<file path="src/hw/rtl/bounded_queue_with_drop_policy_unit_macros.svh">
// Assertion macros for the bounded packet queue.
// Used by the top level; depends on nothing else.
`ifndef BOUNDED_QUEUE_WITH_DROP_POLICY_UNIT_MACROS_SVH
`define BOUNDED_QUEUE_WITH_DROP_POLICY_UNIT_MACROS_SVH

`ifndef SYNTHESIS
// Same-cycle implication.
`define BQD_ASSERT_IMPL(label, clk, rst_n, ante, cons) \
    label: assert property (@(posedge clk) disable iff (!rst_n) (ante) |-> (cons)) \
        else $error("bqd assertion failed");
// Next-cycle implication.
`define BQD_ASSERT_NEXT(label, clk, rst_n, ante, cons) \
    label: assert property (@(posedge clk) disable iff (!rst_n) (ante) |=> (cons)) \
        else $error("bqd assertion failed");
`else
`define BQD_ASSERT_IMPL(label, clk, rst_n, ante, cons)
`define BQD_ASSERT_NEXT(label, clk, rst_n, ante, cons)
`endif

`endif

</file>
<file path="src/hw/rtl/bqd_pkg.sv">
// Shared types and constants for the bounded packet queue.
// No dependencies.
package bqd_pkg;

    localparam int DEPTH  = 8;
    localparam int IDX_W  = (DEPTH > 1) ? $clog2(DEPTH) : 1;
    localparam int CNT_W  = $clog2(DEPTH + 1);
    localparam int ID_W   = 16;
    localparam int PRI_W  = 8;
    localparam int OCC_W  = 4;
    localparam int STAT_W = 3;

    localparam logic MODE_ENQ = 1'b0;
    localparam logic MODE_DEQ = 1'b1;

    localparam logic POL_TAIL_DROP = 1'b0;
    localparam logic POL_PRIO_DROP = 1'b1;

    typedef enum logic [STAT_W-1:0] {
        ST_ADDED    = 3'd0,
        ST_EVICTED  = 3'd1,
        ST_DROPPED  = 3'd2,
        ST_DEQUEUED = 3'd3,
        ST_EMPTY    = 3'd4
    } status_t;

    typedef enum logic [1:0] {
        OP_NONE  = 2'd0,
        OP_DEQ   = 2'd1,
        OP_ENQ   = 2'd2,
        OP_EVICT = 2'd3
    } op_t;

    typedef struct packed {
        logic [ID_W-1:0]  id;
        logic [PRI_W-1:0] pri;
    } entry_t;

    // broadcast to every cell
    typedef struct packed {
        op_t              op;
        logic [IDX_W-1:0] sel;   // write slot on enqueue, victim slot on evict
    } ctrl_t;

    // running minimum handed down the row
    typedef struct packed {
        logic             valid;
        logic [ID_W-1:0]  id;
        logic [PRI_W-1:0] pri;
        logic [IDX_W-1:0] idx;
    } min_t;

endpackage

</file>
<file path="src/hw/rtl/bqd_cell.sv">
// One queue slot: holds an entry, shifts toward the head, feeds the min chain.
// Depends on bqd_pkg.
module bqd_cell (
    input  logic                        clk,
    input  logic [bqd_pkg::IDX_W-1:0]   idx,
    input  bqd_pkg::ctrl_t              ctrl,
    input  bqd_pkg::entry_t             in_data,
    input  bqd_pkg::entry_t             right_data,
    input  bqd_pkg::min_t               min_in,
    output bqd_pkg::entry_t             data,
    output bqd_pkg::min_t               min_out
);

    bqd_pkg::entry_t data_reg;
    bqd_pkg::entry_t data_next;

    always_comb
    begin
        data_next = data_reg;
        case (ctrl.op)
            bqd_pkg::OP_DEQ:
            begin
                data_next = right_data;
            end
            bqd_pkg::OP_ENQ:
            begin
                if (idx == ctrl.sel)
                    data_next = in_data;
            end
            bqd_pkg::OP_EVICT:
            begin
                if (idx >= ctrl.sel)
                    data_next = right_data;
            end
            default:
            begin
            end
        endcase
    end

    always_ff @(posedge clk)
    begin
        data_reg <= data_next;
    end

    // strict compare keeps the oldest slot on ties
    always_comb
    begin
        if (!min_in.valid || (data_reg.pri < min_in.pri))
        begin
            min_out.valid = 1'b1;
            min_out.id    = data_reg.id;
            min_out.pri   = data_reg.pri;
            min_out.idx   = idx;
        end
        else
        begin
            min_out = min_in;
        end
    end

    assign data = data_reg;

endmodule

</file>
<file path="src/hw/rtl/bounded_queue_with_drop_policy_unit.sv">
// Top level of the bounded packet queue with selectable overflow policy.
// Depends on bqd_pkg, bqd_cell and bounded_queue_with_drop_policy_unit_macros.svh.
//
// Usage:
//   Request channel: raise start with mode, packet_id and priority_req; the
//   request is taken at a clock edge where start is high and busy is low.
//   busy is always low here: one request may be issued every cycle.
//   Result channel: done pulses for one cycle, in the cycle after the request
//   was taken, with status, out_packet_id, out_priority and occupancy.
//   The receiver cannot stall; results must be captured when done is high.
//   Throughput 1 request per cycle.
//   Storage is a row of DEPTH cells, slot 0 the oldest. Dequeue shifts the
//   whole row toward the head; eviction shifts only the cells at and behind
//   the victim, and the last cell takes the new packet. The victim is found
//   by a running minimum passed down the row, which sets the cycle time.
//   drop_policy_we/drop_policy_wdata write the overflow policy (0 tail drop,
//   1 evict lowest priority); write it only while no request is in flight.
//   Reset clears the fill count, the policy and done; slot contents are
//   left as they are and are never read before being written.
`include "bounded_queue_with_drop_policy_unit_macros.svh"

module bounded_queue_with_drop_policy_unit (
    input  logic                          clk,
    input  logic                          rst_n,
    input  logic                          start,
    output logic                          busy,
    input  logic                          mode,
    input  logic [bqd_pkg::ID_W-1:0]      packet_id,
    input  logic [bqd_pkg::PRI_W-1:0]     priority_req,
    input  logic                          drop_policy_we,
    input  logic                          drop_policy_wdata,
    output logic                          done,
    output logic [bqd_pkg::STAT_W-1:0]    status,
    output logic [bqd_pkg::ID_W-1:0]      out_packet_id,
    output logic [bqd_pkg::PRI_W-1:0]     out_priority,
    output logic [bqd_pkg::OCC_W-1:0]     occupancy
);

    localparam logic [bqd_pkg::CNT_W-1:0] FULL_CNT = bqd_pkg::CNT_W'(bqd_pkg::DEPTH);

    logic                          policy_reg;
    logic [bqd_pkg::CNT_W-1:0]     count_reg;
    logic [bqd_pkg::CNT_W-1:0]     count_next;
    logic                          done_reg;
    bqd_pkg::status_t              status_reg;
    bqd_pkg::status_t              status_next;
    logic [bqd_pkg::ID_W-1:0]      rid_reg;
    logic [bqd_pkg::ID_W-1:0]      rid_next;
    logic [bqd_pkg::PRI_W-1:0]     rpri_reg;
    logic [bqd_pkg::PRI_W-1:0]     rpri_next;
    logic [bqd_pkg::OCC_W-1:0]     occ_reg;

    bqd_pkg::ctrl_t                ctrl;
    bqd_pkg::entry_t               in_data;
    bqd_pkg::entry_t               cell_data [bqd_pkg::DEPTH];
    bqd_pkg::entry_t               right_data [bqd_pkg::DEPTH];
    bqd_pkg::min_t                 chain [bqd_pkg::DEPTH+1];

    logic                          accept;
    logic                          empty_res;
    logic                          overflow_res;

    assign busy    = 1'b0;   // the block never holds off a request
    assign accept  = start && !busy;
    assign in_data = '{id: packet_id, pri: priority_req};

    // head of the min chain: empty
    assign chain[0] = '{valid: 1'b0, id: '0, pri: '0, idx: '0};

    // cell row
    for (genvar i = 0; i < bqd_pkg::DEPTH; i++)
    begin : g_cell
        if (i == bqd_pkg::DEPTH - 1)
        begin : g_last
            assign right_data[i] = in_data;   // tail fills from the incoming packet
        end
        else
        begin : g_mid
            assign right_data[i] = cell_data[i+1];
        end

        bqd_cell u_cell (
            .clk        (clk),
            .idx        (bqd_pkg::IDX_W'(i)),
            .ctrl       (ctrl),
            .in_data    (in_data),
            .right_data (right_data[i]),
            .min_in     (chain[i]),
            .data       (cell_data[i]),
            .min_out    (chain[i+1])
        );
    end

    // request decode
    always_comb
    begin
        ctrl.op     = bqd_pkg::OP_NONE;
        ctrl.sel    = bqd_pkg::IDX_W'(count_reg);
        count_next  = count_reg;
        status_next = bqd_pkg::ST_ADDED;
        rid_next    = '0;
        rpri_next   = '0;
        if (mode == bqd_pkg::MODE_DEQ)
        begin
            if (count_reg == '0)
            begin
                status_next = bqd_pkg::ST_EMPTY;
            end
            else
            begin
                ctrl.op     = bqd_pkg::OP_DEQ;
                status_next = bqd_pkg::ST_DEQUEUED;
                rid_next    = cell_data[0].id;
                rpri_next   = cell_data[0].pri;
                count_next  = count_reg - 1'b1;
            end
        end
        else if (count_reg < FULL_CNT)
        begin
            ctrl.op     = bqd_pkg::OP_ENQ;
            status_next = bqd_pkg::ST_ADDED;
            count_next  = count_reg + 1'b1;
        end
        else if (policy_reg == bqd_pkg::POL_TAIL_DROP)
        begin
            status_next = bqd_pkg::ST_DROPPED;
            rid_next    = packet_id;
            rpri_next   = priority_req;
        end
        else
        begin
            // full: evict the oldest lowest-priority entry, append at tail
            ctrl.op     = bqd_pkg::OP_EVICT;
            ctrl.sel    = chain[bqd_pkg::DEPTH].idx;
            status_next = bqd_pkg::ST_EVICTED;
            rid_next    = chain[bqd_pkg::DEPTH].id;
            rpri_next   = chain[bqd_pkg::DEPTH].pri;
        end
        if (!accept)
        begin
            ctrl.op    = bqd_pkg::OP_NONE;
            count_next = count_reg;
        end
    end

    always_ff @(posedge clk or negedge rst_n)
    begin
        if (!rst_n)
        begin
            policy_reg <= bqd_pkg::POL_TAIL_DROP;
            count_reg  <= '0;
            done_reg   <= 1'b0;
        end
        else
        begin
            if (drop_policy_we)
                policy_reg <= drop_policy_wdata;
            count_reg <= count_next;
            done_reg  <= accept;
        end
    end

    // result payload, qualified by done
    always_ff @(posedge clk)
    begin
        if (accept)
        begin
            status_reg <= status_next;
            rid_reg    <= rid_next;
            rpri_reg   <= rpri_next;
            occ_reg    <= bqd_pkg::OCC_W'(count_next);
        end
    end

    assign done          = done_reg;
    assign status        = status_reg;
    assign out_packet_id = rid_reg;
    assign out_priority  = rpri_reg;
    assign occupancy     = occ_reg;

    // result kinds checked against the fill count
    assign empty_res    = done && (status == bqd_pkg::ST_EMPTY);
    assign overflow_res = done && ((status == bqd_pkg::ST_EVICTED) ||
                                   (status == bqd_pkg::ST_DROPPED));

    `BQD_ASSERT_IMPL(a_count_bound, clk, rst_n, 1'b1, count_reg <= FULL_CNT)
    `BQD_ASSERT_NEXT(a_done_follows, clk, rst_n, accept, done)
    `BQD_ASSERT_NEXT(a_idle_hold, clk, rst_n, !accept, $stable(count_reg) && !done)
    `BQD_ASSERT_IMPL(a_empty_zero, clk, rst_n, empty_res, count_reg == '0)
    `BQD_ASSERT_IMPL(a_overflow_full, clk, rst_n, overflow_res, count_reg == FULL_CNT)

endmodule

</file>
<file path="config.mk">
export PLATFORM = sky130hd
export DESIGN_NAME = bounded_queue_with_drop_policy_unit
export DESIGN_NICKNAME = d
export VERILOG_FILES = /design/src/hw/rtl/bqd_pkg.sv /design/src/hw/rtl/bqd_cell.sv /design/src/hw/rtl/bounded_queue_with_drop_policy_unit.sv
export VERILOG_INCLUDE_DIRS = /design/src /design/src/hw/rtl
export SDC_FILE = /design/constraint.sdc
export NUM_CORES = 1
export LEC_CHECK = 0
export BUFFER_PORTS_ARGS = -buffer_cell sky130_fd_sc_hd__buf_2
export CORE_UTILIZATION = 36
export CTS_CLUSTER_SIZE = 12
export DETAILED_ROUTE_END_ITERATION = 7
export GPL_TIMING_DRIVEN = 1
export HOLD_SLACK_MARGIN = 0.02
export PLACE_DENSITY_LB_ADDON = 0.08
export SLEW_MARGIN = 40
export SYNTH_ARGS = -nofsm -noshare
export SYNTH_HDL_FRONTEND = slang
export SYNTH_HIERARCHICAL = 1
export SYNTH_SLANG_ARGS = --single-unit
</file>
<file path="constraint.sdc">
create_clock -name clk -period 17.9 [get_ports clk]
set_input_delay 0.895 -clock clk [delete_from_list [all_inputs] [get_ports clk]]
set_output_delay 0.895 -clock clk [all_outputs]
set_load 0.05 [all_outputs]
</file>
==> metrics.md <==
| Metric | Value |
|---|---|
| CP required | `18.15 ns` |
| Total track usage | `0.186` |
| Post-Syn Area | `15800 µm²` |
| Layout cells sized above 1 | `0.470` |
| Clock buffer count from CTS | `29` |
| Fin Clk Skew | `0.0350 ns` |
| DR WL/cell | `22.3 µm` |
| WP data arrival | `15.53 ns` |
| Largest register FFs | `192` |
| Failing checks | `slew limit` |
| Worst VDD drop | `0.0773 mV` |
| FP Rows | `76` |
| Vert. Die Dim | `211 µm` |
| Worst Hold Class | `in -> async` |
| Clk pin slew, worst setup/hold paths | `0.06 ns` |
| Power Density | `176 nW/µm²` |
| Drt initial violations | `426` |
| Setup violators final | `0` |
| Clock Path Buffers | `3` |
| GRT Residual Overflow | `0` |
| Hold-fix buffers, CTS | `0` |
| Chip width | `211 µm` |
| Root Buffer | `clkbuf_16` |
| Crit path max-delay family | `compound AO/OA/AOI/OAI gates` |
| Static leakage | `7.43 nW` |
| Avg Inst Size Synth | `14.5 µm²` |
| Maximum fanout along the worst path | `27` |
| CTS tree | `yes` |
| Iteration count of the initial detailed-routing pass | `4` |
| Gate Count Post-Synth | `1090` |
| Yosys warns | `6` |
| Antenna violations before repair | `0` |
| Nets | `1350` |
| Outcome | `finished, violations left` |
| Setup TNS | `0 ns` |
| Final worst path period share | `0.854` |
| Routed wire length | `41100 µm` |
| Fin. Hold Viols | `0` |
| Slew Viols, Final | `28` |
| Max-cap violation count | `0` |
| Post-CTS setup buffers | `0` |
| # diodes | `0` |
| CTS Sinks | `229` |
| Max Freq | `0.0654 GHz` |
| Worst path bufs/invs | `14` |
| Io pins | `63` |
| Critical path's slowest cell | `o31ai_4` |
| Critical path's most frequent cell | `ha_1` |
| H-tree levels | `1` |
| Post-route DRC | `0` |
| RSZ-0062 raised after global routing | `no` |
| Crit path kind | `reg -> reg` |
| Area delta synth->final | `13.6%` |
| Endpoint type of the worst setup path | `register` |
| Largest net degree at the start of global routing | `43` |
| RD Place Congestion | `0.746` |
| Vias in the first global route | `9680` |
| Routed vias | `9124` |
| Slew margin rel. | `-0.581` |
| Die area | `44600 µm²` |
| Fin area | `17900 µm²` |
| Largest stage delay, worst path | `0.54 ns` |
| Antenna viol nets, final | `0` |
| First-pass GRT wire length | `61900 µm` |
| I/O Buffers | `61` |
| Least-Margin Pin Slew | `2.37 ns` |
| Post_cts resized | `0` |
| Vias per cell | `4.95` |
| Dpl hpwl | `26600 µm` |
| Min Clock Period, post-route | `15.28 ns` |
| Initial core utilization | `0.365` |
| Worst skew pair latency | `0.58 ns` |
| Crit start category | `register` |
| Area post-placement | `17000 µm²` |
| Core area | `43200 µm²` |
metal layers:
metal  up-vias  track usage  part of all wire  routed length, µm
met5         -            0                 0                  0
met4         0       0.0392             0.015                621
met3        50       0.0178             0.026               1090
met2       120        0.315              0.48              19900
met1      4613        0.257              0.47              19500
li1       4341            -                 -                  -
cell type report:
type	instances	area, µm²
multi-input cells	800	8500
clock inverters	16	149
inverters	84	315
repair buffers	94	596
fillers	4101	25300
clock buffers	36	762
well taps	585	732
flip-flops and latches	229	6850
cell usage in the layout, fill, tap and decap left out, types with 3 or more instances in the layout:
cell type	count
a21oi_1	6
or2_2	4
nand2b_4	8
clkbuf_16	29
dfrtp_1	6
o31ai_4	8
or3_1	4
buf_8	3
a211oi_1	9
nand3_1	3
clkbuf_1	6
a221o_1	25
nor2b_1	3
mux2_4	160
and2_0	3
edfxtp_1	223
nand4_1	8
buf_2	61
a2111oi_4	8
mux2_2	249
clkinv_1	4
buf_4	29
o21ai_0	15
nor3_2	9
clkinv_2	6
nor2b_2	4
inv_1	84
and2_1	22
ha_1	82
conb_1	92
nor2_1	9
nor2b_4	4
nand2b_1	18
nand2_1	3
a22o_1	21
per-stage QoR:
stage	power [W]	cells	setup WS, ns	utilization	hold WS (ns)
2_1_floorplan	0.00223	1173	4.44	-	0.522
3_3_place_gp	0.00258	1786	2.07	0.391	0.560
3_5_place_dp	0.00258	1792	2.53	0.394	0.569
4_1_cts	0.00318	1844	2.48	0.415	0.142
5_1_grt	0.00333	1844	1.72	0.415	0.156
6_report	0.00314	1844	2.62	0.415	0.164
final timing paths:
kind                                      startpoint                         to  slack (ns)  cells after the start
max                         g_cell[0].u_cell/data[2]   g_cell[6].u_cell/data[2]        2.62                     62
min                                            rst_n               count_reg[1]        0.16                      1
max reg2reg                 g_cell[0].u_cell/data[2]   g_cell[6].u_cell/data[2]        2.62                     62
min reg2reg                g_cell[5].u_cell/data[17]  g_cell[4].u_cell/data[17]        0.57                      1
max in group asynchronous                      rst_n                       done       17.59                      1
min in group clk           g_cell[5].u_cell/data[17]  g_cell[4].u_cell/data[17]        0.57                      1
where the power goes:
group | internal (W) | switching [W] | total (W)
Clock | 0.000331 | 0.000237 | 0.000568
Combinational | 0.000824 | 0.000792 | 0.00162
Sequential | 0.000849 | 0.000110 | 0.000960
No activity file was read; power rests on OpenSTA's default activity.
